[config.mk]
export PLATFORM = sky130hd
export DESIGN_NAME = dtcd_queue
export DESIGN_NICKNAME = d
export VERILOG_FILES = /design/src/rtl/core/dtcd_pkg.sv /design/src/rtl/core/dtcd_queue.sv
export SDC_FILE = /design/constraint.sdc
export NUM_CORES = 1
export LEC_CHECK = 0
export BUFFER_PORTS_ARGS = -buffer_cell sky130_fd_sc_hd__buf_4
export CORE_MARGIN = 2
export CORE_UTILIZATION = 59
export CTS_BUF_LIST = sky130_fd_sc_hd__clkbuf_8
export DETAILED_ROUTE_END_ITERATION = 7
export PLACE_DENSITY_LB_ADDON = 0.12
export SLEW_MARGIN = 20
export SYNTH_ARGS = -nofsm -noshare
export SYNTH_HDL_FRONTEND = slang
export SYNTH_SLANG_ARGS = --single-unit
[constraint.sdc]
create_clock -name clk -period 3.54 [get_ports clk]
set_clock_uncertainty 0.05 [all_clocks]
set_input_delay 0.354 -clock clk [delete_from_list [all_inputs] [get_ports clk]]
set_output_delay 0.354 -clock clk [all_outputs]
set_load 0.01 [all_outputs]
[src/rtl/core/dtcd_pkg.sv]
// ----------------------------------------------------------------------------
// dtcd_pkg
// Shared types and constants for the dirty tile change detector.
// ----------------------------------------------------------------------------
`default_nettype none

package dtcd_pkg;

	localparam int MAX_TILES = 4096;
	localparam int TILE_SIDE = 16;

	localparam int FUNC_W   = 2;
	localparam int DATA_W   = 24;
	localparam int TIDX_W   = 12;
	localparam int OFF_W    = 8;
	localparam int TCFG_W   = 13;
	localparam int COUNT_W  = 13;

	localparam int QDEPTH   = 4;
	localparam int QPTR_W   = $clog2(QDEPTH);
	localparam int QCNT_W   = $clog2(QDEPTH + 1);

	typedef enum logic [FUNC_W-1:0] {
		FUNC_PUSH   = 2'd0,
		FUNC_READ   = 2'd1,
		FUNC_FORGET = 2'd2
	} func_t;

	localparam logic KIND_REPORT = 1'b0;
	localparam logic KIND_READ   = 1'b1;

	typedef struct packed {
		logic              is_read;
		logic              cmp_en;
		logic              no_prev;
		logic              tile_end;
		logic              frame_end;
		logic [TIDX_W-1:0] tile_idx;
		logic [DATA_W-1:0] pixel;
		logic [DATA_W-1:0] data;
	} q_entry_t;

	typedef struct packed {
		logic valid;
		logic full;
		logic afull;
	} q_stat_t;

endpackage

`default_nettype wire

[src/rtl/core/dtcd_queue.sv]
// ----------------------------------------------------------------------------
// dtcd_queue
// Short FIFO between front and back; almost-full gives the front its credit.
// ----------------------------------------------------------------------------
`default_nettype none

module dtcd_queue (
	input  wire logic               clk,
	input  wire logic               arst_n,
	input  wire logic               push,
	input  wire dtcd_pkg::q_entry_t in_entry,
	input  wire logic               pop,
	output dtcd_pkg::q_entry_t      head,
	output dtcd_pkg::q_stat_t       stat
);

	dtcd_pkg::q_entry_t                slot_q [dtcd_pkg::QDEPTH];
	logic [dtcd_pkg::QPTR_W-1:0]       wr_ptr_q;
	logic [dtcd_pkg::QPTR_W-1:0]       rd_ptr_q;
	logic [dtcd_pkg::QCNT_W-1:0]       count_q;
	logic                              do_push;
	logic                              do_pop;

	assign do_push = push && !stat.full;
	assign do_pop  = pop && stat.valid;

	assign head       = slot_q[rd_ptr_q];
	assign stat.valid = (count_q != '0);
	assign stat.full  = (count_q == dtcd_pkg::QCNT_W'(dtcd_pkg::QDEPTH));
	assign stat.afull = (count_q >= dtcd_pkg::QCNT_W'(dtcd_pkg::QDEPTH - 1));

	always_ff @(posedge clk) begin
		if (do_push) begin
			slot_q[wr_ptr_q] <= in_entry;
		end
	end

	always_ff @(posedge clk or negedge arst_n) begin
		if (!arst_n) begin
			wr_ptr_q <= '0;
			rd_ptr_q <= '0;
			count_q  <= '0;
		end else begin
			if (do_push) begin
				wr_ptr_q <= wr_ptr_q + dtcd_pkg::QPTR_W'(1);
			end
			if (do_pop) begin
				rd_ptr_q <= rd_ptr_q + dtcd_pkg::QPTR_W'(1);
			end
			if (do_push && !do_pop) begin
				count_q <= count_q + dtcd_pkg::QCNT_W'(1);
			end else if (do_pop && !do_push) begin
				count_q <= count_q - dtcd_pkg::QCNT_W'(1);
			end
		end
	end

endmodule

`default_nettype wire

Word-level counts from Yosys, hierarchy flattened
Memories as Yosys holds them, arrays and structs flattened.
Index checks and enable logic that the tools add are counted.

word-level totals
  memories kept = 1
  output and inout bits = 68
  input bits = 69
  bits in latches = 0
  register bits = 7
  memory bits (read-only) = 0
  logic and storage cells = 23
  RAM bits = 260

memories
  name    words  bits a word  read ports  clocked after Yosys merged registers in  write ports  RTL line          source
  slot_q  4      65           1           0                                        1            dtcd_queue.sv:17  dtcd_pkg::q_entry_t slot_q [dtcd_pkg::QDEPTH];

operators by class
  bitwise logic cells = 0
  $mul = 0
  eq/ne operators = 1
  div/mod/pow operators = 0
  $lt $le $gt $ge = 1
  shift operators = 0
  add/subtract/negate cells = 4
  mux-type cells = 4
  reductions and logical operators = 9

operators with widths
  operator             number
  $mux 3               2
  $add 2x1->2 const B  2
  $logic_and 1x1->1    4
  $add 3x1->3 const B  1
  $eq 3x3->1 const B   1
  $ge 3x2->1 const B   1
  $logic_not 1->1      3
  $reduce_bool 3->1    1
  $sub 3x1->3 const B  1
  $mux 1               2
  $reduce_bool 2->1    1

Logic depth before layout (Yosys ltp)
Gate-level depths: netlist of the first run.

  word-level depth = 7
  gate-level depth with buffers = 9
  gate-level depth less buffers = 8

Least setup slack after synthesis of the first run
No wires, ideal clock.

  kind = register to register
  from = reg count_q[2] (netlist name)
  to = mem slot_q[0][0] (netlist name) (enable)
  period minus slack after synthesis = 2856 ps
  stages on the path, launching flop included = 5
  setup slack = 684 ps
  data arrival time = 2376 ps
  data required time = 3060 ps
  buffers on the path = 1
  library setup time = 430 ps
  cells stage by stage = dfrtp_1 > nor3b_2 > nor2b_1 > buf_2 > and2_1

RTL lines
  what                    RTL line          source
  start, declared         dtcd_queue.sv:20  logic [dtcd_pkg::QCNT_W-1:0] count_q;
  start signal, assigned  dtcd_queue.sv:51  count_q <= count_q + dtcd_pkg::QCNT_W'(1);
  start signal, assigned  dtcd_queue.sv:53  count_q <= count_q - dtcd_pkg::QCNT_W'(1);
  end, declared           dtcd_queue.sv:17

==> results of run 1 <==
==> Yosys cell counts (all sizes together) <==
library cell  count  area [µm²]
ha                5        62.6
and2              4        25.0
inv               3        11.3
mux4             65        1460
edfxtp          260        7810
nor3b             1        12.5
a21o              1        7.51
or3               1        6.26
nor2              1        3.75
dfrtp             7         175
mux2              2        22.5
nand3             1        5.00
nand2             1        3.75
xor2              2        17.5
buf              14         144
clkbuf            2        7.51
nor2b             1        6.26
xnor2             4        35.0
fa                1        20.0
==> state kept, by name, summed over array words and instances (netlist names) <==
| register | cells |
|---|---|
| slot_q | 260 |
| count_q | 3 |
| rd_ptr_q | 2 |
| wr_ptr_q | 2 |
==> how the worst max path moves through the flow <==
stage                    endpoint  cells past startpoint  slack [ps]
detailed placement  slot_q[2][30]                      3        1080
global placement    slot_q[2][36]                      3        1180
finish                    head[4]                      3         720
CTS                       head[4]                      3         640
floorplan            slot_q[0][0]                      4         680
global route             head[37]                      3         540
==> report_power, final <==
part | leakage [µW] | total, µW | switching (µW) | internal, µW
logic | 0.00150 | 2950 | 1320 | 1630
registers | 0.00246 | 4590 | 398 | 4190
clock network | 0.000451 | 2360 | 1110 | 1250
==> cell families after synthesis <==
kind of cell             share of synthesized area
multiplexers                                 0.151
AND/OR/NAND/NOR                            0.00636
AO/OA/AOI/OAI                             0.000763
buffers and inverters                       0.0165
flip-flops                                   0.811
adder cells (fa/ha/maj)                    0.00839
XOR/XNOR                                   0.00534
==> cell usage in the layout (no fill, tap or decap), types with 2 or more instances in the layout <==
cell type,count
edfxtp_1,260
buf_4,137
dlygate4sd3_1,66
mux4_2,65
clkbuf_8,45
inv_1,15
clkinv_1,14
clkinv_2,7
ha_1,5
dfrtp_1,5
and2_4,4
xnor2_1,4
buf_12,3
xor2_1,2
dfrtp_4,2
==> stage by stage <==
step                      cell area, µm²  std cells  power (µW)
after floorplan                     9840        376        6370
after global placement             11100        720        7540
after detailed placement           11100        720        7620
after CTS                          12500        865       10100
after global routing               12500        865       10400
final                              12500        865        9910
==> metal layers <==
layer | vias up | global-route usage | wire (µm)
met5 | - | 0 | 0
li1 | 2091 | - | -
met4 | 0 | 0.0680 | 374
met1 | 2379 | 0.275 | 7220
met3 | 32 | 0.0567 | 1300
met2 | 191 | 0.347 | 8700
==> worst reg2reg max path, stage by stage, from the launching register on <==
cell,delay [ps]
dfrtp_1,410
nor3b_2,180
nor2b_1,470
and2_4,900
==> area by class of cell <==
cell class | instances | share of cell area
sequential | 267 | 0.639
timing repair buffer | 206 | 0.140
multi-input combinational | 90 | 0.136
clock buffer | 45 | 0.0495
tap | 220 | 0.0220
clock inverter | 34 | 0.0130
inverter | 3 | 0.000900
==> impl_metrics.csv, run 1 <==
group,metric,value,unit
finish,antenna_cells,0,
floorplan,io_pins,137,
outcome,status,"completed",
timing,tightest_slew,987,ps
floorplan,dieArea,0.0177,mm²
worst_setup_path,rrSetupSlack,1100,ps
synthesis,synth-warning-count,0,
place,hpwlAfterDp,9.73,mm
timing,rsz0062_at_grt,"no",
cts,clock_insertion_delay_worst_skew,530,ps
global_route,grt_overflow,0,
finish,regArea,0.00799,mm²
worst_setup_path,cpPeakStageDelay,750,ps
detailed_routing,drc,0,
timing,post-route-period-util,0.797,
timing,finalSetupTns,0,ps
timing,worst_slack,717,ps
place,dp_slack,1080,ps
synthesis,synth_nets,451,
global_route,grt_first_pass_wirelength,27.7,mm
place,port_buffers,136,
finish,final_util,0.760,
cts,clk_path_buf_depth,3,
worst_setup_path,cp.required,3140,ps
synthesis,ys_ff_latch,267,
floorplan,row_count,47,
worst_setup_path,critical_path.max_fanout,25,
worst_setup_path,crit_slowest_cell,"dfrtp_4",
cts,clk_pin_slew,60,ps
cts,cts_sinks,267,
floorplan,dieHeight,133,µm
worst_setup_path,crit_path_end_kind,"primary output",
cts,cts_setup_buffers,0,
worst_setup_path,crit_chain,"buf_4 > mux4_2 > buf_4",
cts,clockRootBuffer,"clkbuf_8",
finish,multi_input_area,0.00170,mm²
cts,cts_made_buffers,43,
finish,drive_gt1_frac,0.412,
worst_setup_path,crit_top_cell,"buf_4",
worst_hold_path,min_from,"pop",
timing,hold_slack,71.1,ps
worst_setup_path,reg2reg_depth,3,
flow_run,cap_violations,0,
global_route,grtUsageTotal,0.209,
detailed_routing,drt_iter0_drc,309,
cts,htreeDepth,2,
timing,hold_viol,0,
detailed_routing,vias,4693,
worst_setup_path,critical_path.top_delay_family,"flip-flops",
finish,layout.nets,686,
synthesis,syn-cell-area,0.00984,mm²
power,p_leak,0.00441,µW
finish,syn_to_final_growth,27.2,%
detailed_routing,vias_per_cell,5.43,
finish,nFillCells,928,
timing,setup_violations,0,
global_route,grt_pass1_vias,5170,
cts,cts_tree,"built",
floorplan,initial_core_util,0.597,
cts,cts_hold_buf,66,
worst_hold_path,whs_endpoint,"rd_ptr_q[1]",
power,vdd_drop_max,0.579,mV
floorplan,core-area,0.0165,mm²
detailed_routing,ant_nets,0,
timing,fmaxAchievable,354,MHz
synthesis,seq_area_frac_synth,0.811,
synthesis,synth_cells,376,
timing,fin_crit,2820,ps
worst_setup_path,critPathLaunch,"rd_ptr_q[0]",
place,place_congestion,0.695,
timing,maxSlewViolCount,0,
floorplan,die_w,133,µm
worst_hold_path,hold_path_class,"in2reg",
worst_setup_path,r2r-end,"slot_q[3][37]",
worst_hold_path,holdPathStages,3,
synthesis,ys_types,23,
worst_setup_path,critPathLaunchType,"flop",
global_route,grt_max_degree,67,
detailed_routing,wl_per_cell,20.3,µm
global_route,antenna_found_initial,0,
detailed_routing,drt_wl_total,17.6,mm
timing,slew_headroom,0.342,
detailed_routing,firstDrtPassIters,5,
worst_setup_path,path_buf_inv,2,
power,power.density,792,mW/mm²
cts,ctsResizeCount,0,
worst_setup_path,critPathKind,"reg2out",
worst_setup_path,reg2reg_from,"count_q[2]",
synthesis,avgSynthCellArea,26.2,µm²
worst_setup_path,cp.arrival,2420,ps
Note: power is estimated with default switching activity, not from simulation.
==> inputs of run 2 (changes only) <==
ABC_AREA = 1   (was unset)
CORE_UTILIZATION = 54   (was 59)
clock period = 2.25 ns   (was 3.54 ns; I/O delays follow)
==> run 2 against run 1 <==
Effect of this change:
- sequential power is 48% higher
- register-to-register slack worse by 870 ps
- first-iteration DRC count up 15%
- total power grew 73%
- setup slack worse by 620 ps
- sequential cell count stayed put
==> impl_metrics.csv, run 2 <==
group,metric,value,unit
outcome,status,"completed",
floorplan,row_count,51,
worst_setup_path,r2r-end,"count_q[2]",
timing,slew_headroom,0.727,
global_route,grt_overflow,0,
cts,clk_pin_slew,60,ps
detailed_routing,vias_per_cell,5.05,
power,power.density,1250,mW/mm²
timing,tightest_slew,410,ps
synthesis,synthFlopType,"edfxtp_1",
detailed_routing,ant_nets,0,
place,dp_slack,316,ps
worst_hold_path,whs_endpoint,"slot_q[3][10]",
cts,cts_made_buffers,43,
timing,setup_violations,0,
timing,post-route-period-util,0.956,
finish,drive_gt1_frac,0.202,
synthesis,synth-warning-count,0,
finish,layout.nets,1124,
worst_setup_path,crit_top_cell,"nand2_1",
worst_hold_path,holdPathStages,2,
worst_setup_path,critical_path.max_fanout,34,
cts,htreeDepth,2,
worst_setup_path,cpPeakStageDelay,410,ps
finish,syn_to_final_growth,28.0,%
synthesis,syn-cell-area,0.0107,mm²
global_route,antenna_found_initial,1,
cts,cts_tree,"built",
floorplan,core-area,0.0194,mm²
place,dpl.cell_count,1197,
place,place_congestion,0.795,
floorplan,dieHeight,145,µm
timing,worst_slack,99.4,ps
worst_hold_path,hold_path_class,"in2reg",
finish,top_register,"slot_q",
synthesis,seq_area_frac_synth,0.748,
global_route,grtUsageTotal,0.212,
cts,clockRootBuffer,"clkbuf_8",
floorplan,io_pins,137,
detailed_routing,drc,0,
synthesis,synth_edf_count,260,
worst_setup_path,cp.required,1980,ps
worst_setup_path,crit_chain,"bufinv_16 > buf_12 > nand2_1 > o211ai_1 > nand2_1 > buf_4",
floorplan,die_w,145,µm
synthesis,synth_nets,894,
worst_setup_path,cp.arrival,1880,ps
timing,hold_viol,0,
detailed_routing,drt_wl_total,21.5,mm
detailed_routing,vias,6785,
synthesis,synth_top_area_frac,0.732,
synthesis,avgSynthCellArea,13.0,µm²
synthesis,ys_types,17,
power,p_leak,0.00561,µW
finish,final_common_cell,"edfxtp_1",
floorplan,dieArea,0.0209,mm²
finish,layout.cells.non_filler,1343,
worst_setup_path,critPathLaunchType,"flop",
global_route,grt_pass1_vias,6853,
detailed_routing,drt_iter0_drc,355,
cts,cts_sinks,267,
detailed_routing,firstDrtPassIters,5,
place,hpwlAfterDp,12.1,mm
synthesis,netlist_top_cells_count,"260 x edfxtp_1, 212 x nand2_1, 146 x inv_1, 130 x o211ai_1, 29 x buf_2",
timing,hold_slack,386,ps
worst_setup_path,crit_cells,6,
worst_hold_path,min_from,"in_entry[10]",
worst_setup_path,rrSetupSlack,230,ps
synthesis,synth_cells,819,
worst_setup_path,path_buf_inv,3,
detailed_routing,wl_per_cell,16.0,µm
worst_setup_path,reg2reg_depth,10,
power,total_power,17100,µW
finish,reg.largest.list,"slot_q x260, count_q x3",
synthesis,async_reset_ff_frac,0.0262,
global_route,grt_first_pass_wirelength,33.7,mm
timing,maxSlewViolCount,0,
synthesis,synth_top_cell_by_area,"edfxtp_1",
synthesis,synth.most_common_cell,"edfxtp_1",
timing,fin_crit,2150,ps
timing,fmaxAchievable,465,MHz
finish,largest_reg_flops,260,
finish,layout_common_cells,"260 x edfxtp_1, 212 x nand2_1, 155 x inv_1, 143 x buf_4, 130 x o211ai_1",
worst_setup_path,critPathKind,"reg2out",
synthesis,yosys-top-cells-area,"edfxtp_1 73%, o211ai_1 9.1%, nand2_1 7.5%, inv_1 5.1%, dfrtp_1 1.6%",
worst_setup_path,crit_slowest_cell,"dfrtp_2",
place,port_buffers,136,
timing,rsz0062_at_grt,"no",
cts,clk_path_buf_depth,3,
floorplan,initial_core_util,0.550,
synthesis,ys_ff_latch,267,
cts,clock_insertion_delay_worst_skew,530,ps
power,vdd_drop_max,0.693,mV
global_route,grt_max_degree,67,
worst_setup_path,critical_path.top_delay_family,"buffers and inverters",
flow_run,cap_violations,0,
worst_setup_path,crit_path_end_kind,"primary output",
worst_setup_path,reg2reg_from,"count_q[1]",
-- run 2: layer usage --
| metal | vias up | track usage | part of all wire |
|---|---|---|---|
| li1 | 3313 | - | - |
| met4 | 0 | 0.0792 | 0.023 |
| met2 | 176 | 0.389 | 0.52 |
| met1 | 3255 | 0.244 | 0.41 |
| met3 | 41 | 0.0464 | 0.052 |
| met5 | - | 0 | 0 |
-- run 2: worst max-delay path by stage --
| stage | startpoint | end | slack (ps) |
|---|---|---|---|
| after floorplan | count_q[0] | slot_q[0][0] | -700 |
| after global placement | count_q[0] | count_q[2] | 450 |
| after detailed placement | count_q[1] | count_q[2] | 320 |
| after CTS | rd_ptr_q[0] | head[53] | 60 |
| after global routing | rd_ptr_q[1] | head[24] | 6 |
| final | rd_ptr_q[0] | head[38] | 100 |
-- run 2: cell type report --
type,instances,area [µm²]
fill,1324,5740
sequential,267,7990
timing repair inverter,2,17.5
clock inverter,24,93.8
inverter,147,578
clock buffer,49,674
antenna,1,2.50
tap,265,332
timing repair buffer,225,2020
multi-input combinational,363,1960
-- run 2: report_power, final --
part | leakage [µW] | internal (µW) | switching [µW] | total, µW
clock network | 0.000435 | 1970 | 1730 | 3700
registers | 0.00246 | 6540 | 252 | 6790
logic | 0.00271 | 2710 | 3890 | 6600
-- run 2: kinds of logic (layout without fill, tap and decap cells) --
logic type	Yosys count	count (layout)	share of synthesized area
XOR/XNOR	1	1	0.000821
other	0	1	0
AO/OA/AOI/OAI	132	132	0.0924
flip-flops	267	267	0.748
AND/OR/NAND/NOR	224	224	0.0798
buffers and inverters	189	447	0.0713
adder cells (fa/ha/maj)	6	6	0.00774
-- run 2: repair_timing --
| item | in CTS | in global routing |
|---|---|---|
| endpoints found under the setup margin | 55 | 0 |
| endpoints found under the hold margin | 271 | 0 |
| buffers inserted | 1 | 0 |
| gates resized for setup | 5 | 0 |
| hold buffers | 69 | 0 |
-- run 2: stage by stage --
step,utilization,setup TNS [ps],area (µm²)
CTS,0.704,0,13700
global route,0.704,0,13700
finish,0.704,0,13700
detailed placement,0.626,0,12100
global placement,0.626,0,12100
floorplan,-,-181800,10700
