`src/rtl/core/dtcd_pkg.sv`:
```
// ----------------------------------------------------------------------------
// dtcd_pkg
// Shared types and constants for the dirty tile change detector.
// ----------------------------------------------------------------------------
`default_nettype none

package dtcd_pkg;

	localparam int MAX_TILES = 4096;
	localparam int TILE_SIDE = 16;

	localparam int FUNC_W   = 2;
	localparam int DATA_W   = 24;
	localparam int TIDX_W   = 12;
	localparam int OFF_W    = 8;
	localparam int TCFG_W   = 13;
	localparam int COUNT_W  = 13;

	localparam int QDEPTH   = 4;
	localparam int QPTR_W   = $clog2(QDEPTH);
	localparam int QCNT_W   = $clog2(QDEPTH + 1);

	typedef enum logic [FUNC_W-1:0] {
		FUNC_PUSH   = 2'd0,
		FUNC_READ   = 2'd1,
		FUNC_FORGET = 2'd2
	} func_t;

	localparam logic KIND_REPORT = 1'b0;
	localparam logic KIND_READ   = 1'b1;

	typedef struct packed {
		logic              is_read;
		logic              cmp_en;
		logic              no_prev;
		logic              tile_end;
		logic              frame_end;
		logic [TIDX_W-1:0] tile_idx;
		logic [DATA_W-1:0] pixel;
		logic [DATA_W-1:0] data;
	} q_entry_t;

	typedef struct packed {
		logic valid;
		logic full;
		logic afull;
	} q_stat_t;

endpackage

`default_nettype wire

```
`src/rtl/core/dtcd_back.sv`:
```
// ----------------------------------------------------------------------------
// dtcd_back
// Pixel compare, tile verdict, changed tally and the output register.
// ----------------------------------------------------------------------------
`default_nettype none

module dtcd_back (
	input  wire logic                          clk,
	input  wire logic                          arst_n,
	input  wire dtcd_pkg::q_entry_t            head,
	input  wire dtcd_pkg::q_stat_t             q_stat,
	output logic                               pop,
	output logic                               out_valid,
	input  wire logic                          out_ready,
	output logic                               kind,
	output logic [dtcd_pkg::TIDX_W-1:0]        tile_index,
	output logic                               changed,
	output logic                               frame_done,
	output logic [dtcd_pkg::COUNT_W-1:0]       changed_count,
	output logic [dtcd_pkg::DATA_W-1:0]        read_pixel
);

	localparam int CNT_W = $clog2(dtcd_pkg::MAX_TILES + 1);

	logic                          out_valid_q;
	logic                          kind_q;
	logic [dtcd_pkg::TIDX_W-1:0]   tile_index_q;
	logic                          changed_q;
	logic                          frame_done_q;
	logic [dtcd_pkg::COUNT_W-1:0]  changed_count_q;
	logic [dtcd_pkg::DATA_W-1:0]   read_pixel_q;

	logic                          differs_q;
	logic [CNT_W-1:0]              tally_q;

	logic                          out_free;
	logic                          emits;
	logic                          diff;
	logic                          acc_diff;
	logic                          chg;
	logic [CNT_W-1:0]              tally_nxt;

	assign out_free  = !out_valid_q || out_ready;
	assign emits     = head.is_read || head.tile_end;
	assign pop       = q_stat.valid && (!emits || out_free);
	assign diff      = head.cmp_en && (head.data != head.pixel);
	assign acc_diff  = differs_q || diff;
	assign chg       = acc_diff || head.no_prev;
	assign tally_nxt = tally_q + CNT_W'(chg);

	always_ff @(posedge clk) begin
		if (pop && emits) begin
			if (head.is_read) begin
				kind_q          <= dtcd_pkg::KIND_READ;
				tile_index_q    <= '0;
				changed_q       <= 1'b0;
				frame_done_q    <= 1'b0;
				changed_count_q <= '0;
				read_pixel_q    <= head.data;
			end else begin
				kind_q          <= dtcd_pkg::KIND_REPORT;
				tile_index_q    <= head.tile_idx;
				changed_q       <= chg;
				frame_done_q    <= head.frame_end;
				changed_count_q <= dtcd_pkg::COUNT_W'(tally_nxt);
				read_pixel_q    <= '0;
			end
		end
	end

	always_ff @(posedge clk or negedge arst_n) begin
		if (!arst_n) begin
			out_valid_q <= 1'b0;
			differs_q   <= 1'b0;
			tally_q     <= '0;
		end else begin
			if (pop && emits) begin
				out_valid_q <= 1'b1;
			end else if (out_ready) begin
				out_valid_q <= 1'b0;
			end
			if (pop && !head.is_read) begin
				if (head.tile_end) begin
					differs_q <= 1'b0;
					tally_q   <= head.frame_end ? '0 : tally_nxt;
				end else begin
					differs_q <= acc_diff;
				end
			end
		end
	end

	assign out_valid     = out_valid_q;
	assign kind          = kind_q;
	assign tile_index    = tile_index_q;
	assign changed       = changed_q;
	assign frame_done    = frame_done_q;
	assign changed_count = changed_count_q;
	assign read_pixel    = read_pixel_q;

endmodule

`default_nettype wire

```
`config.mk`:
```
export PLATFORM = sky130hd
export DESIGN_NAME = dtcd_back
export DESIGN_NICKNAME = d
export VERILOG_FILES = /design/src/rtl/core/dtcd_pkg.sv /design/src/rtl/core/dtcd_back.sv
export SDC_FILE = /design/constraint.sdc
export NUM_CORES = 1
export LEC_CHECK = 0
export BUFFER_PORTS_ARGS = -buffer_cell sky130_fd_sc_hd__buf_2
export CAP_MARGIN = 20
export CORE_MARGIN = 4
export CORE_UTILIZATION = 25
export DETAILED_ROUTE_END_ITERATION = 10
export PLACE_DENSITY = 0.49
export SLEW_MARGIN = 20
export SYNTH_ARGS = -nofsm -noshare
export SYNTH_HDL_FRONTEND = slang
export SYNTH_SLANG_ARGS = --single-unit
```
`constraint.sdc`:
```
create_clock -name clk -period 3.6 [get_ports clk]
set_input_delay 0.72 -clock clk [delete_from_list [all_inputs] [get_ports clk]]
set_output_delay 0.72 -clock clk [all_outputs]
set_load 0.01 [all_outputs]
```
# After elaboration in Yosys (flattened, before gate mapping)
# Index checks and enable logic that the tools add are counted.
# word_totals
regBits,67
in_bits,71
wordCells,30
# classes
n_addsub,1
n_eq_ne,1
mux,5
n_reduce_logical,14
# ops
operator,n
inequality test 24 bit,1
adder 13 x 1 -> 13 bit,1
2-to-1 mux 13 bit,1
logical OR 1 bit,5
logical AND 1 bit,4
2-to-1 mux 1 bit,4
zero test 1 bit,3
AND reduction 2 bit,1
nonzero test 2 bit,1

# Longest topological paths before layout
# Gate-level depths: netlist (run 1).
# logic_depth
depth_word,6
depth_mapped,12
mapped_depth_nobuf,12

# Worst setup path after synthesis (run 1)
# No wires, ideal clock.
# synth_timing
kind,input to register
start,input port head[64] in the netlist's numbering
end,"register changed_q, in the netlist changed, enable pin"
setup_ns,0.468
arrival_ns,3.558
required_ns,3.132
path_slack_ns,-0.425
stages,4
n_path_buf,1
cell_sequence,buf_2 > nor2_1 > o21a_1 > nor2b_1
# synth_via
elab_chain_cells,5
# synth_lines
item,line_no,rtl
from (decl),dtcd_back.sv:10,"input wire dtcd_pkg::q_entry_t head,"
logical OR 1 bit,dtcd_back.sv:44,assign emits = head.is_read || head.tile_end;
zero test 1 bit,dtcd_back.sv:45,assign pop = q_stat.valid && (!emits || out_free);
logical OR 1 bit,dtcd_back.sv:45,
logical AND 1 bit,dtcd_back.sv:45,
named net pop,dtcd_back.sv:12,"output logic pop,"
logical AND 1 bit,dtcd_back.sv:52,if (pop && emits) begin
to (signal assigned),dtcd_back.sv:63,changed_q <= chg;
to (decl),dtcd_back.sv:28,logic changed_q;
# The timed path passes the listed nets, and every way through them passes these cells.
# A chain may end at the register's enable or synchronous reset.

# Final worst setup path (run 1)
# layout_timing
start,input port head[47] in the netlist's numbering
end,register changed_count_q (netlist bit changed_count[8]) (data pin)
# layout_via
elab_chain_cells,5
# layout_lines
item,line_no,rtl
inequality test 24 bit,dtcd_back.sv:46,assign diff = head.cmp_en && (head.data != head.pixel);
logical AND 1 bit,dtcd_back.sv:46,
logical OR 1 bit,dtcd_back.sv:47,assign acc_diff = differs_q || diff;
logical OR 1 bit,dtcd_back.sv:48,assign chg = acc_diff || head.no_prev;
named net chg,dtcd_back.sv:40,logic chg;
adder 13 x 1 -> 13 bit,dtcd_back.sv:49,assign tally_nxt = tally_q + CNT_W'(chg);
to (signal assigned),dtcd_back.sv:65,changed_count_q <= dtcd_pkg::COUNT_W'(tally_nxt);
to (decl),dtcd_back.sv:30,logic [dtcd_pkg::COUNT_W-1:0] changed_count_q;
# The timed path passes the listed nets, and every way through them passes these cells.

==> results of run 1 <==
[report_power, final]
part           switching (uW)  leakage, uW  internal, uW  total [uW]
combinational             120     0.000911           104         224
sequential               16.1     0.000714           889         905
clock                     323     0.000141           533         856
[state kept, by name (all words and copies together) (netlist names)]
name           count
changed            1
changed_count     13
differs_q          1
frame_done         1
kind               1
out_valid          1
read_pixel        24
tally_q           13
tile_index        12
[per-layer routing]
layer / track usage [%] / vias up / share of wire (%)
met4: 3.516 / 0 / 0.92
met5: 0 / - / 0
met2: 19.12 / 80 / 50
li1: - / 1132 / -
met1: 13.66 / 1103 / 43
met3: 4.229 / 7 / 6.4
[kinds of logic after synthesis]
family / Yosys count / synth area share [%]
XOR/XNOR: 32 / 9.260
buffers and inverters: 11 / 1.447
adder cells (fa/ha/maj): 2 / 0.8267
AND/OR/NAND/NOR: 87 / 16.45
flip-flops: 67 / 63.99
AO/OA/AOI/OAI: 40 / 8.020
[cells in the final DEF, fill, tap and decap left out, types with 8 or more instances in the layout]
cell,n
nand3_1,8
clkbuf_16,9
buf_2,122
nor2_1,14
xnor2_1,8
nor2b_1,15
and2_1,23
dfrtp_1,15
edfxtp_1,52
xor2_1,24
o21ai_0,19
buf_4,13
[synthesized netlist by cell type]
library cell   n
o31a_1         1
and2_2         1
and2_1        23
xor2_1        24
dfrtp_1       15
inv_1          1
o31a_2         1
nand2_1        6
nand4_1        3
nand2b_1       5
and3_1         2
a21oi_1        3
o21ai_0       19
nor2b_1       16
o31ai_1        7
nor4_1         3
nor4_2         1
or3_1          3
nand4_2        1
or2_2          1
xnor2_1        8
ha_1           2
buf_2          2
clkbuf_1       8
nor2_1        14
edfxtp_1      52
a31oi_1        7
nand3_1        8
o21a_1         1
a32o_1         1
[per-stage QoR]
step           instances  worst slack [ns]  cell area, um^2
2_1_floorplan        239            0.5249             3029
4_1_cts              523            0.3727             4175
3_3_place_gp         507           0.04743             3881
5_1_grt              523            0.2386             4175
6_report             523            0.4461             4175
3_5_place_dp         507           0.06344             3881
[worst max path at each step]
stage                   from                        endpoint  slack, ns  depth (start not counted)
floorplan           head[64]           changed$_SDFFCE_PP0P_       0.52                          4
global placement    head[23]  changed_count[8]$_SDFFCE_PP0P_       0.05                         14
detailed placement  head[23]  changed_count[8]$_SDFFCE_PP0P_       0.06                         14
CTS                 head[23]  changed_count[8]$_SDFFCE_PP0P_       0.37                         14
global route        head[47]  changed_count[8]$_SDFFCE_PP0P_       0.24                         14
finish              head[47]  changed_count[8]$_SDFFCE_PP0P_       0.45                         14
[critical path, delay by kind of cell]
kind | cells | cell delay (ns)
XOR/XNOR | 2 | 0.35
AND/OR/NAND/NOR | 7 | 1.17
adder cells (fa/ha/maj) | 2 | 0.42
AO/OA/AOI/OAI | 1 | 0.30
buffers and inverters | 2 | 0.25
[layout make-up]
| cell class | count | area, um^2 |
|---|---|---|
| inverter | 1 | 3.754 |
| clock inverter | 7 | 68.82 |
| fill | 1202 | 7438 |
| tap | 143 | 178.9 |
| multi-input combinational | 161 | 1054 |
| sequential | 67 | 1937 |
| timing repair buffer | 135 | 708.2 |
| clock buffer | 9 | 225.2 |
==> results by group, run 1 <==
Run status
  – Status: completed

Routing
  – DRT antenna net count: 0
  – Via/cell ratio: 4.440
  – Drt first-iter violations: 79
  – DRT Pass-1 Iters: 6
  – Drc violations: 0
  – Avg WL per Cell: between 10 and 15 um
  – Final WL: approximately 7.6 mm
  – Via Count: about 2,300

Yosys
  – Top cells by area, synth: edfxtp_1 (52%), dfrtp_1 (12%), xor2_1 (6.9%), and2_1 (4.8%), nor2b_1 (3.3%)
  – Share of the synthesized area in the top cell type: between 50% and 60%
  – Post-synth net total: 312
  – Yosys cell types: 30
  – FF+latch count, synth: 67
  – Synthesized instance count: 239
  – Synth Cell Area: 0.003027 mm^2
  – Sequential area share after synthesis: between 60% and 70%
  – Syn_area_per_cell: ~13 um^2
  – Synth warn: 0
  – Yosys top cell by area: edfxtp_1

Clock network
  – Postcts setup bufs: 0
  – Clk_lat worst skew: 0.32 ns
  – Clock Path Buffers: 2
  – CTS tree: yes
  – Clock-pin transition on the worst setup and hold timing paths: around 0.060 ns
  – Clock sinks: 67
  – Root buffer cell: clkbuf_16
  – PostCTS Resize Cnt: 0
  – Cts bufs inserted: 9
  – # hold bufs at CTS: 0
  – Htree depth: 3

Place
  – DP Wirelength: 5.699 mm
  – IO Port Bufs: ~120
  – Global placer's final weighted congestion: 0.7691

Critical path
  – Worst Setup End Kind: flip-flop
  – Crit path cell chain: buf_2, xor2_1, nor4_1, buf_4, nand4_1, o31a_1, or3_1, ha_1, ha_1, nand3_1, nor2_1, nand3_1, xor2_1, nor2_1
  – WP data arrival: ~3.2 ns
  – Max stage delay on crit path: about 0.32 ns
  – Worst R2R End: changed_count[8]$_SDFFCE_PP0P_
  – Crit path required time: 3.66 ns
  – CP Launch Type: input pin
  – Flop2flop setup slack: 1.51 ns
  – Class of the most critical setup path: input pin to flip-flop
  – CP max stage cell: or3_1
  – Reg-to-Reg Start: differs_q$_DFFE_PN0P_
  – R2r worst-path depth: 8
  – CP max FO: 6

Final layout
  – Ant. Diodes: 0
  – Fin nets: ~450
  – Area Overhead vs Synth: 37.95%
  – Share of cells above drive strength 1: 41.32%
  – Final Core Density: 35.95%

Floorplanning
  – Row cnt: 39
  – Initial core utilization: 26.06%
  – Core Area: 0.01161 mm^2
  – IO Count: about 130
  – Chip Width: 118.0 um
  – Die ar.: 0.01393 mm^2
  – Die H: 118.0 um

Global route
  – Largest net degree at the start of global routing: 37
  – Initial antenna violation count: 0
  – GR Overflow Total: 0
  – Total GRT Usage: 11.41%
  – Vias in the first global route: approximately 2,500
  – First-pass GRT wire length: ~13 mm

Pwr
  – Leak Pwr: between 0.0015 and 0.002 uW
  – Final Power: between 1500 and 2000 uW
  – Peak VDD IR: 215.7 uV
  – P per Cell Area: 475.3 mW/mm^2

STA
  – Worst hold slack: 0.3106 ns
  – Setup TNS: 0 ns
  – Hold Violations, Final: 0
  – Slew Limit Fails: 0
  – Rel. slew slack: 70.10%
  – Tightest Pin Transition: 0.4469 ns
  – Tcrit/Tclk final: 87.61%
  – Final setup vio count: 0
  – FMAX: roughly 320 MHz
  – Tmin final: 3.154 ns
  – RSZ-0062 raised after global routing: no
  – Fin Clk Skew: 0.005098 ns

Hold path
  – Worst hold path type: input pin to asynchronous set/reset pin

Flow run
  – Max cap viols: 0
No activity file was read; power rests on OpenSTA's default activity.
==> run 2, diff against run 1 <==
REMOVE_ABC_BUFFERS = 1   (was not set)
==> run 2 against run 1 <==
Net effect:
- die area did not move
- largest power group unchanged
- critical path depth stayed put
- maximum frequency rose by 0.27%
- largest cell class unchanged
==> results by group, run 2 (synthesis gave the netlist of run 1 again) <==
Floorplanning
  – Chip Width: 118.0 um (unchanged)
  – Initial core utilization: 26.06% (unchanged)
  – Die H: 118.0 um (unchanged)
  – IO Count: 125 (unchanged)
  – Core Area: 0.01161 mm^2 (unchanged)
  – Die ar.: 0.01393 mm^2 (unchanged)
  – Row cnt: 39 (unchanged)

Critical path
  – Crit path cell chain: buf_2, xor2_1, nor4_1, buf_4, nand4_1, o31a_1, or3_1, ha_1, ha_1, nand3_1, nor2_1, nand3_1, xor2_1, nor2_1 (unchanged)
  – CP max FO: 5 (was 6)
  – Buf/Inv on CP: 2 (unchanged)
  – Crit path required time: 3.67 ns (was 3.66 ns)
  – CP Launch Type: input pin (unchanged)
  – Worst R2R End: changed_count[10]$_SDFFCE_PP0P_ (was changed_count[8]$_SDFFCE_PP0P_)
  – Class of the most critical setup path: input pin to flip-flop (unchanged)
  – Reg-to-Reg Start: differs_q$_DFFE_PN0P_ (unchanged)
  – CP top delay family: simple AND/OR/NAND/NOR gates (unchanged)
  – CP max stage cell: or3_1 (unchanged)
  – WP data arrival: 3.21 ns (about the same)
  – Max stage delay on crit path: 0.32 ns (about the same)
  – Worst Setup End Kind: flip-flop (unchanged)
  – R2r worst-path depth: 8 (unchanged)
  – Flop2flop setup slack: 1.61 ns (was 1.51 ns)

Global route
  – Largest net degree at the start of global routing: 33 (was 37)
  – Vias in the first global route: 2,384 (was 2,460)
  – First-pass GRT wire length: 11.85 mm (was 12.65 mm)
  – Initial antenna violation count: 0 (unchanged)
  – GR Overflow Total: 0 (unchanged)
  – Total GRT Usage: 10.71% (was 11.41%)

Final layout
  – Post-route cell area: 0.004160 mm^2 (was 0.004175 mm^2)
  – Most frequent cells in the layout: buf_2 (122), edfxtp_1 (52), xor2_1 (24), and2_1 (23), o21ai_0 (19) (unchanged)
  – Ant. Diodes: 0 (unchanged)
  – Area Overhead vs Synth: 37.45% (was 37.95%)
  – Number of flip-flops in the largest register: 24 (unchanged)
  – Share of cells above drive strength 1: 39.79% (was 41.32%)
  – Commonest non-fill, non-tap cell in the layout: buf_2 (unchanged)
  – Fin nets: 445 (was 448)

Clock network
  – Clock sinks: 67 (unchanged)
  – Cts bufs inserted: 9 (unchanged)
  – PostCTS Resize Cnt: 0 (unchanged)
  – Root buffer cell: clkbuf_16 (unchanged)
  – Clock-pin transition on the worst setup and hold timing paths: 0.05 ns (was 0.06 ns)
  – Postcts setup bufs: 0 (unchanged)
  – Clk_lat worst skew: 0.32 ns (about the same)
  – CTS tree: yes (unchanged)
  – # hold bufs at CTS: 0 (unchanged)
  – Htree depth: 3 (unchanged)
  – Clock Path Buffers: 2 (unchanged)

Place
  – DP Area: 0.003871 mm^2 (was 0.003881 mm^2)
  – DP Wirelength: 5.258 mm (was 5.699 mm)
  – Dpl ws: 0.1078 ns (was 0.06344 ns)
  – IO Port Bufs: 122 (unchanged)
  – Global placer's final weighted congestion: 0.7514 (was 0.7691)

Pwr
  – Internal power: 1544 uW (was 1525 uW)
  – P per Cell Area: 476.1 mW/mm^2 (was 475.3 mW/mm^2)
  – Sw Share: 22.03% (was 23.15%)
  – Clock Power Share: 43.1% (about the same)
  – Peak VDD IR: 189.5 uV (was 215.7 uV)
  – Comb power frac: 11.2% (was 11.3%)
  – Flop pwr share: 45.6% (about the same)
  – NetSw: 436.2 uW (was 459.4 uW)
  – Leak Pwr: 0.001757 uW (was 0.001767 uW)

STA
  – Setup TNS: 0 ns (unchanged)
  – Slew Limit Fails: 0 (unchanged)
  – Fin Clk Skew: 0.005489 ns (was 0.005098 ns)
  – Tmin final: 3.145 ns (was 3.154 ns)
  – Setup ws final: 0.4546 ns (was 0.4461 ns)
  – Tcrit/Tclk final: 87.37% (was 87.61%)
  – Tightest Pin Transition: 0.6455 ns (was 0.4469 ns)
  – Final setup vio count: 0 (unchanged)
  – RSZ-0062 raised after global routing: no (unchanged)
  – FMAX: 317.9 MHz (was 317.1 MHz)
  – Worst hold slack: 0.3142 ns (was 0.3106 ns)
  – Rel. slew slack: 56.87% (was 70.10%)
  – Hold Violations, Final: 0 (unchanged)

Routing
  – Drt first-iter violations: 131 (was 79)
  – Avg WL per Cell: 13.98 um (was 14.63 um)
  – Via/cell ratio: 4.412 (was 4.440)
  – Drc violations: 0 (unchanged)
  – Final WL: 7.268 mm (was 7.649 mm)
  – DRT antenna net count: 0 (unchanged)
  – Via Count: 2,294 (was 2,322)
  – DRT Pass-1 Iters: 4 (was 6)

Flow run
  – Max cap viols: 0 (unchanged)

Hold path
  – Worst hold path type: input pin to asynchronous set/reset pin (unchanged)

Run status
  – Status: completed (unchanged)
[run 2: cell count changes in the layout (fill, tap and decap cells not counted), sizes merged]
cell | before | now
clkbuf | 9 | 13
buf | 135 | 132
clkinv | 4 | 2
clkinvlp | 2 | 0
[run 2: routing by layer]
layer	up-vias	track usage [%]	part of all wire, %
met5	-	0	0
met4	0	5.055	1.8
li1	1123	-	-
met1	1080	13.21	45
met2	82	16.96	47
met3	9	3.460	6.4
[run 2: worst reg2reg max path, cell delays in order, from the launching register on]
cell and delay, ns:
dfrtp_1 0.38, or3_1 0.38, ha_1 0.21, ha_1 0.20
nand3_1 0.11, nor2_1 0.11, nand3_1 0.11, xor2_1 0.19
nor2_1 0.05
[run 2: final cells by class]
cell class                 instances  area, um^2
tap                              143       178.9
inverter                           1       3.754
timing repair buffer             132       698.2
fill                            1188        7453
clock inverter                     3       38.79
clock buffer                      13       250.2
multi-input combinational        161        1054
sequential                        67        1937
[run 2: metrics by stage]
| step | total power (uW) | util (%) | std cells |
|---|---|---|---|
| 3_5_place_dp | 1147 | 33.33 | 504 |
| 2_1_floorplan | 1023 | - | 229 |
| 5_1_grt | 2085 | 35.82 | 520 |
| 6_report | 1981 | 35.82 | 520 |
| 4_1_cts | 2022 | 35.82 | 520 |
| 3_3_place_gp | 1145 | 33.33 | 504 |
[run 2: worst max path at each step]
stage               cells after the start                              end  startpoint
floorplan                               3            changed$_SDFFCE_PP0P_    head[61]
global placement                       14  changed_count[10]$_SDFFCE_PP0P_    head[47]
detailed placement                     14   changed_count[8]$_SDFFCE_PP0P_    head[47]
CTS                                    14  changed_count[10]$_SDFFCE_PP0P_    head[47]
global route                           13   changed_count[8]$_SDFFCE_PP0P_    head[40]
finish                                 14  changed_count[10]$_SDFFCE_PP0P_    head[47]
[run 2: power groups by stage]
| stage | clock network (uW) | logic [uW] | registers [uW] |
|---|---|---|---|
| final | 854 | 223 | 904 |
| after CTS | 889 | 229 | 904 |
| after detailed placement | 0 | 228 | 919 |
| after floorplan | 0 | 81.8 | 942 |
| after global placement | 0 | 227 | 918 |
| after global routing | 929 | 249 | 908 |
==> run 3, diff against run 2 <==
CORE_MARGIN = 1   (was 4)
==> run 3 against run 2 <==
Net effect:
- the flow now finishes with violations (design-rule violations)
- register-to-register slack worse by 0.06 ns
- critical path depth stayed put
- clock power grew 2.5%
- clock-buffer cell count unchanged
- sequential cell count unchanged
- largest cell class unchanged
- highest routed layer unchanged
==> results by group, run 3 (synthesis gave the netlist of run 1 again) <==
Routing
  – Drc violations: 10 (was 0)
  – Wire length on met2: 3.085 mm (was 3.393 mm)
  – DRT Pass-1 Iters: 7 (was 4)
  – DRT antenna net count: 0 (unchanged)
  – Wl on met1: 3.202 mm (was 3.277 mm)
  – Via/cell ratio: 4.377 (was 4.412)
  – WL met3: 499 um (was 468 um)
  – Drt first-iter violations: 108 (was 131)
  – Final WL: 6.849 mm (was 7.268 mm)
  – Avg WL per Cell: 13.17 um (was 13.98 um)
  – Via Count: 2,276 (was 2,294)
  – Max Used Layer: met4 (unchanged)

Place
  – DP Area: 0.003859 mm^2 (was 0.003871 mm^2)
  – IO Port Bufs: 122 (unchanged)
  – Global placer's final weighted congestion: 0.7075 (was 0.7514)
  – Dpl ws: -0.09197 ns (was 0.1078 ns)
  – DP Wirelength: 4.714 mm (was 5.258 mm)

STA
  – FMAX: 308.5 MHz (was 317.9 MHz)
  – Tcrit/Tclk final: 90.03% (was 87.37%)
  – Fin Clk Skew: 0.005737 ns (was 0.005489 ns)
  – Setup ws final: 0.3588 ns (was 0.4546 ns)
  – Hold Violations, Final: 0 (unchanged)
  – RSZ-0062 raised after global routing: no (unchanged)
  – Tightest Pin Transition: 0.5090 ns (was 0.6455 ns)
  – Tmin final: 3.241 ns (was 3.145 ns)
  – Setup TNS: 0 ns (unchanged)
  – Rel. slew slack: 66.06% (was 56.87%)
  – Final setup vio count: 0 (unchanged)
  – Slew Limit Fails: 0 (unchanged)

Pwr
  – Leak Pwr: 0.001758 uW (was 0.001757 uW)
  – Final Power: 2000 uW (was 1981 uW)
  – Peak VDD IR: 211.2 uV (was 189.5 uV)
  – P per Cell Area: 480.5 mW/mm^2 (was 476.1 mW/mm^2)

Global route
  – Vias in the first global route: 2,220 (was 2,384)
  – First-pass GRT wire length: 11.14 mm (was 11.85 mm)
  – Initial antenna violation count: 0 (unchanged)
  – Largest net degree at the start of global routing: 52 (was 33)
  – Total GRT Usage: 11.57% (was 10.71%)
  – GR Overflow Total: 0 (unchanged)

Critical path
  – Flop2flop setup slack: 1.55 ns (was 1.61 ns)
  – Crit path required time: 3.66 ns (was 3.67 ns)
  – CP Launch Type: input pin (unchanged)
  – WP data arrival: 3.30 ns (was 3.21 ns)
  – Worst Setup End Kind: flip-flop (unchanged)
  – CP max FO: 5 (unchanged)
  – Class of the most critical setup path: input pin to flip-flop (unchanged)

Clock network
  – Clock Path Buffers: 2 (unchanged)
  – Root buffer cell: clkbuf_16 (unchanged)
  – Cts bufs inserted: 9 (unchanged)
  – Clock sinks: 67 (unchanged)
  – CTS tree: yes (unchanged)
  – Clock-pin transition on the worst setup and hold timing paths: 0.05 ns (about the same)
  – Htree depth: 3 (unchanged)
  – Clk_lat worst skew: 0.32 ns (about the same)

Final layout
  – Post-route cell area: 0.004163 mm^2 (was 0.004160 mm^2)
  – Register area: 0.001937 mm^2 (unchanged)
  – Most frequent cells in the layout: buf_2 (122), edfxtp_1 (52), xor2_1 (24), and2_1 (23), o21ai_0 (19) (unchanged)
  – Multi-input gate area: 0.001060 mm^2 (was 0.001054 mm^2)
  – Final Core Density: 35.84% (was 35.82%)
  – Number of flip-flops in the largest register: 24 (unchanged)
  – Ant. Diodes: 0 (unchanged)
  – # fillers: 1,192 (was 1,188)
  – Share of cells above drive strength 1: 40.05% (was 39.79%)
  – Area Overhead vs Synth: 37.54% (was 37.45%)
  – Commonest non-fill, non-tap cell in the layout: buf_2 (unchanged)
  – Fin nets: 445 (unchanged)

Run status
  – Status: complete, but fails checks (was completed)
  – Failing checks: design-rule violations

Floorplanning
  – Initial core utilization: 26.06% (unchanged)
  – Chip Width: 112.0 um (was 118.0 um)
  – IO Count: 125 (unchanged)
  – Die ar.: 0.01255 mm^2 (was 0.01393 mm^2)
  – Core Area: 0.01161 mm^2 (unchanged)
  – Row cnt: 39 (unchanged)
  – Die H: 112.0 um (was 118.0 um)

Flow run
  – Max cap viols: 0 (unchanged)

Hold path
  – Worst hold path type: input pin to asynchronous set/reset pin (unchanged)
## run 3: layer usage
metal / global-route usage, % / vias up
li1: - / 1129
met1: 15.62 / 1060
met2: 17.81 / 81
met3: 3.348 / 6
met4: 4.000 / 0
met5: 0 / -
## run 3: critical path, cell delays in order
cell and delay (ns):
buf_2 0.10, xor2_1 0.16, nor4_2 0.38, buf_4 0.17, nand4_1 0.14, o31a_1 0.30, or3_1 0.33, ha_1 0.21
ha_1 0.20, nand3_1 0.11, nor2_1 0.12, nand3_1 0.11, xor2_1 0.19, nor2_1 0.05
## run 3: final cells by class
class / instances / share of cell area, %
clock buffer: 13 / 6.252
multi-input combinational: 161 / 25.46
inverter: 1 / 0.09017
tap: 143 / 4.298
timing repair buffer: 132 / 16.47
sequential: 67 / 46.53
clock inverter: 3 / 0.9017
## run 3: path summary, 6_finish.rpt
kind / from / end / depth (start not counted)
max: head[47] / changed_count[10]$_SDFFCE_PP0P_ / 14
min: arst_n / tally_q[10]$_DFFE_PN0P_ / 1
max reg2reg: differs_q$_DFFE_PN0P_ / changed_count[10]$_SDFFCE_PP0P_ / 8
min reg2reg: tally_q[0]$_DFFE_PN0P_ / tally_q[0]$_DFFE_PN0P_ / 2
max in group asynchronous: arst_n / out_valid$_DFFE_PN0P_ / 1
min in group clk: tally_q[0]$_DFFE_PN0P_ / tally_q[0]$_DFFE_PN0P_ / 2
## run 3: what timing repair did
| item | CTS | global route |
|---|---|---|
| endpoints found under the setup margin | 0 | 1 |
| endpoints found under the hold margin | 0 | 0 |
| gates resized for setup | 0 | 1 |
| hold buffers | 0 | 0 |
| setup buffers | 0 | 0 |
## run 3: through the flow
step / hold slack (ns) / std cells
6_report: 0.3060 / 520
5_1_grt: 0.3191 / 520
4_1_cts: 0.3113 / 520
3_5_place_dp: 0.4816 / 504
3_3_place_gp: 0.4709 / 504
2_1_floorplan: 0.4244 / 229
## run 3: power by group
part | internal [uW] | total (uW) | switching [uW]
Sequential | 889 | 904 | 15.2
Combinational | 103 | 222 | 119
Clock | 570 | 875 | 305
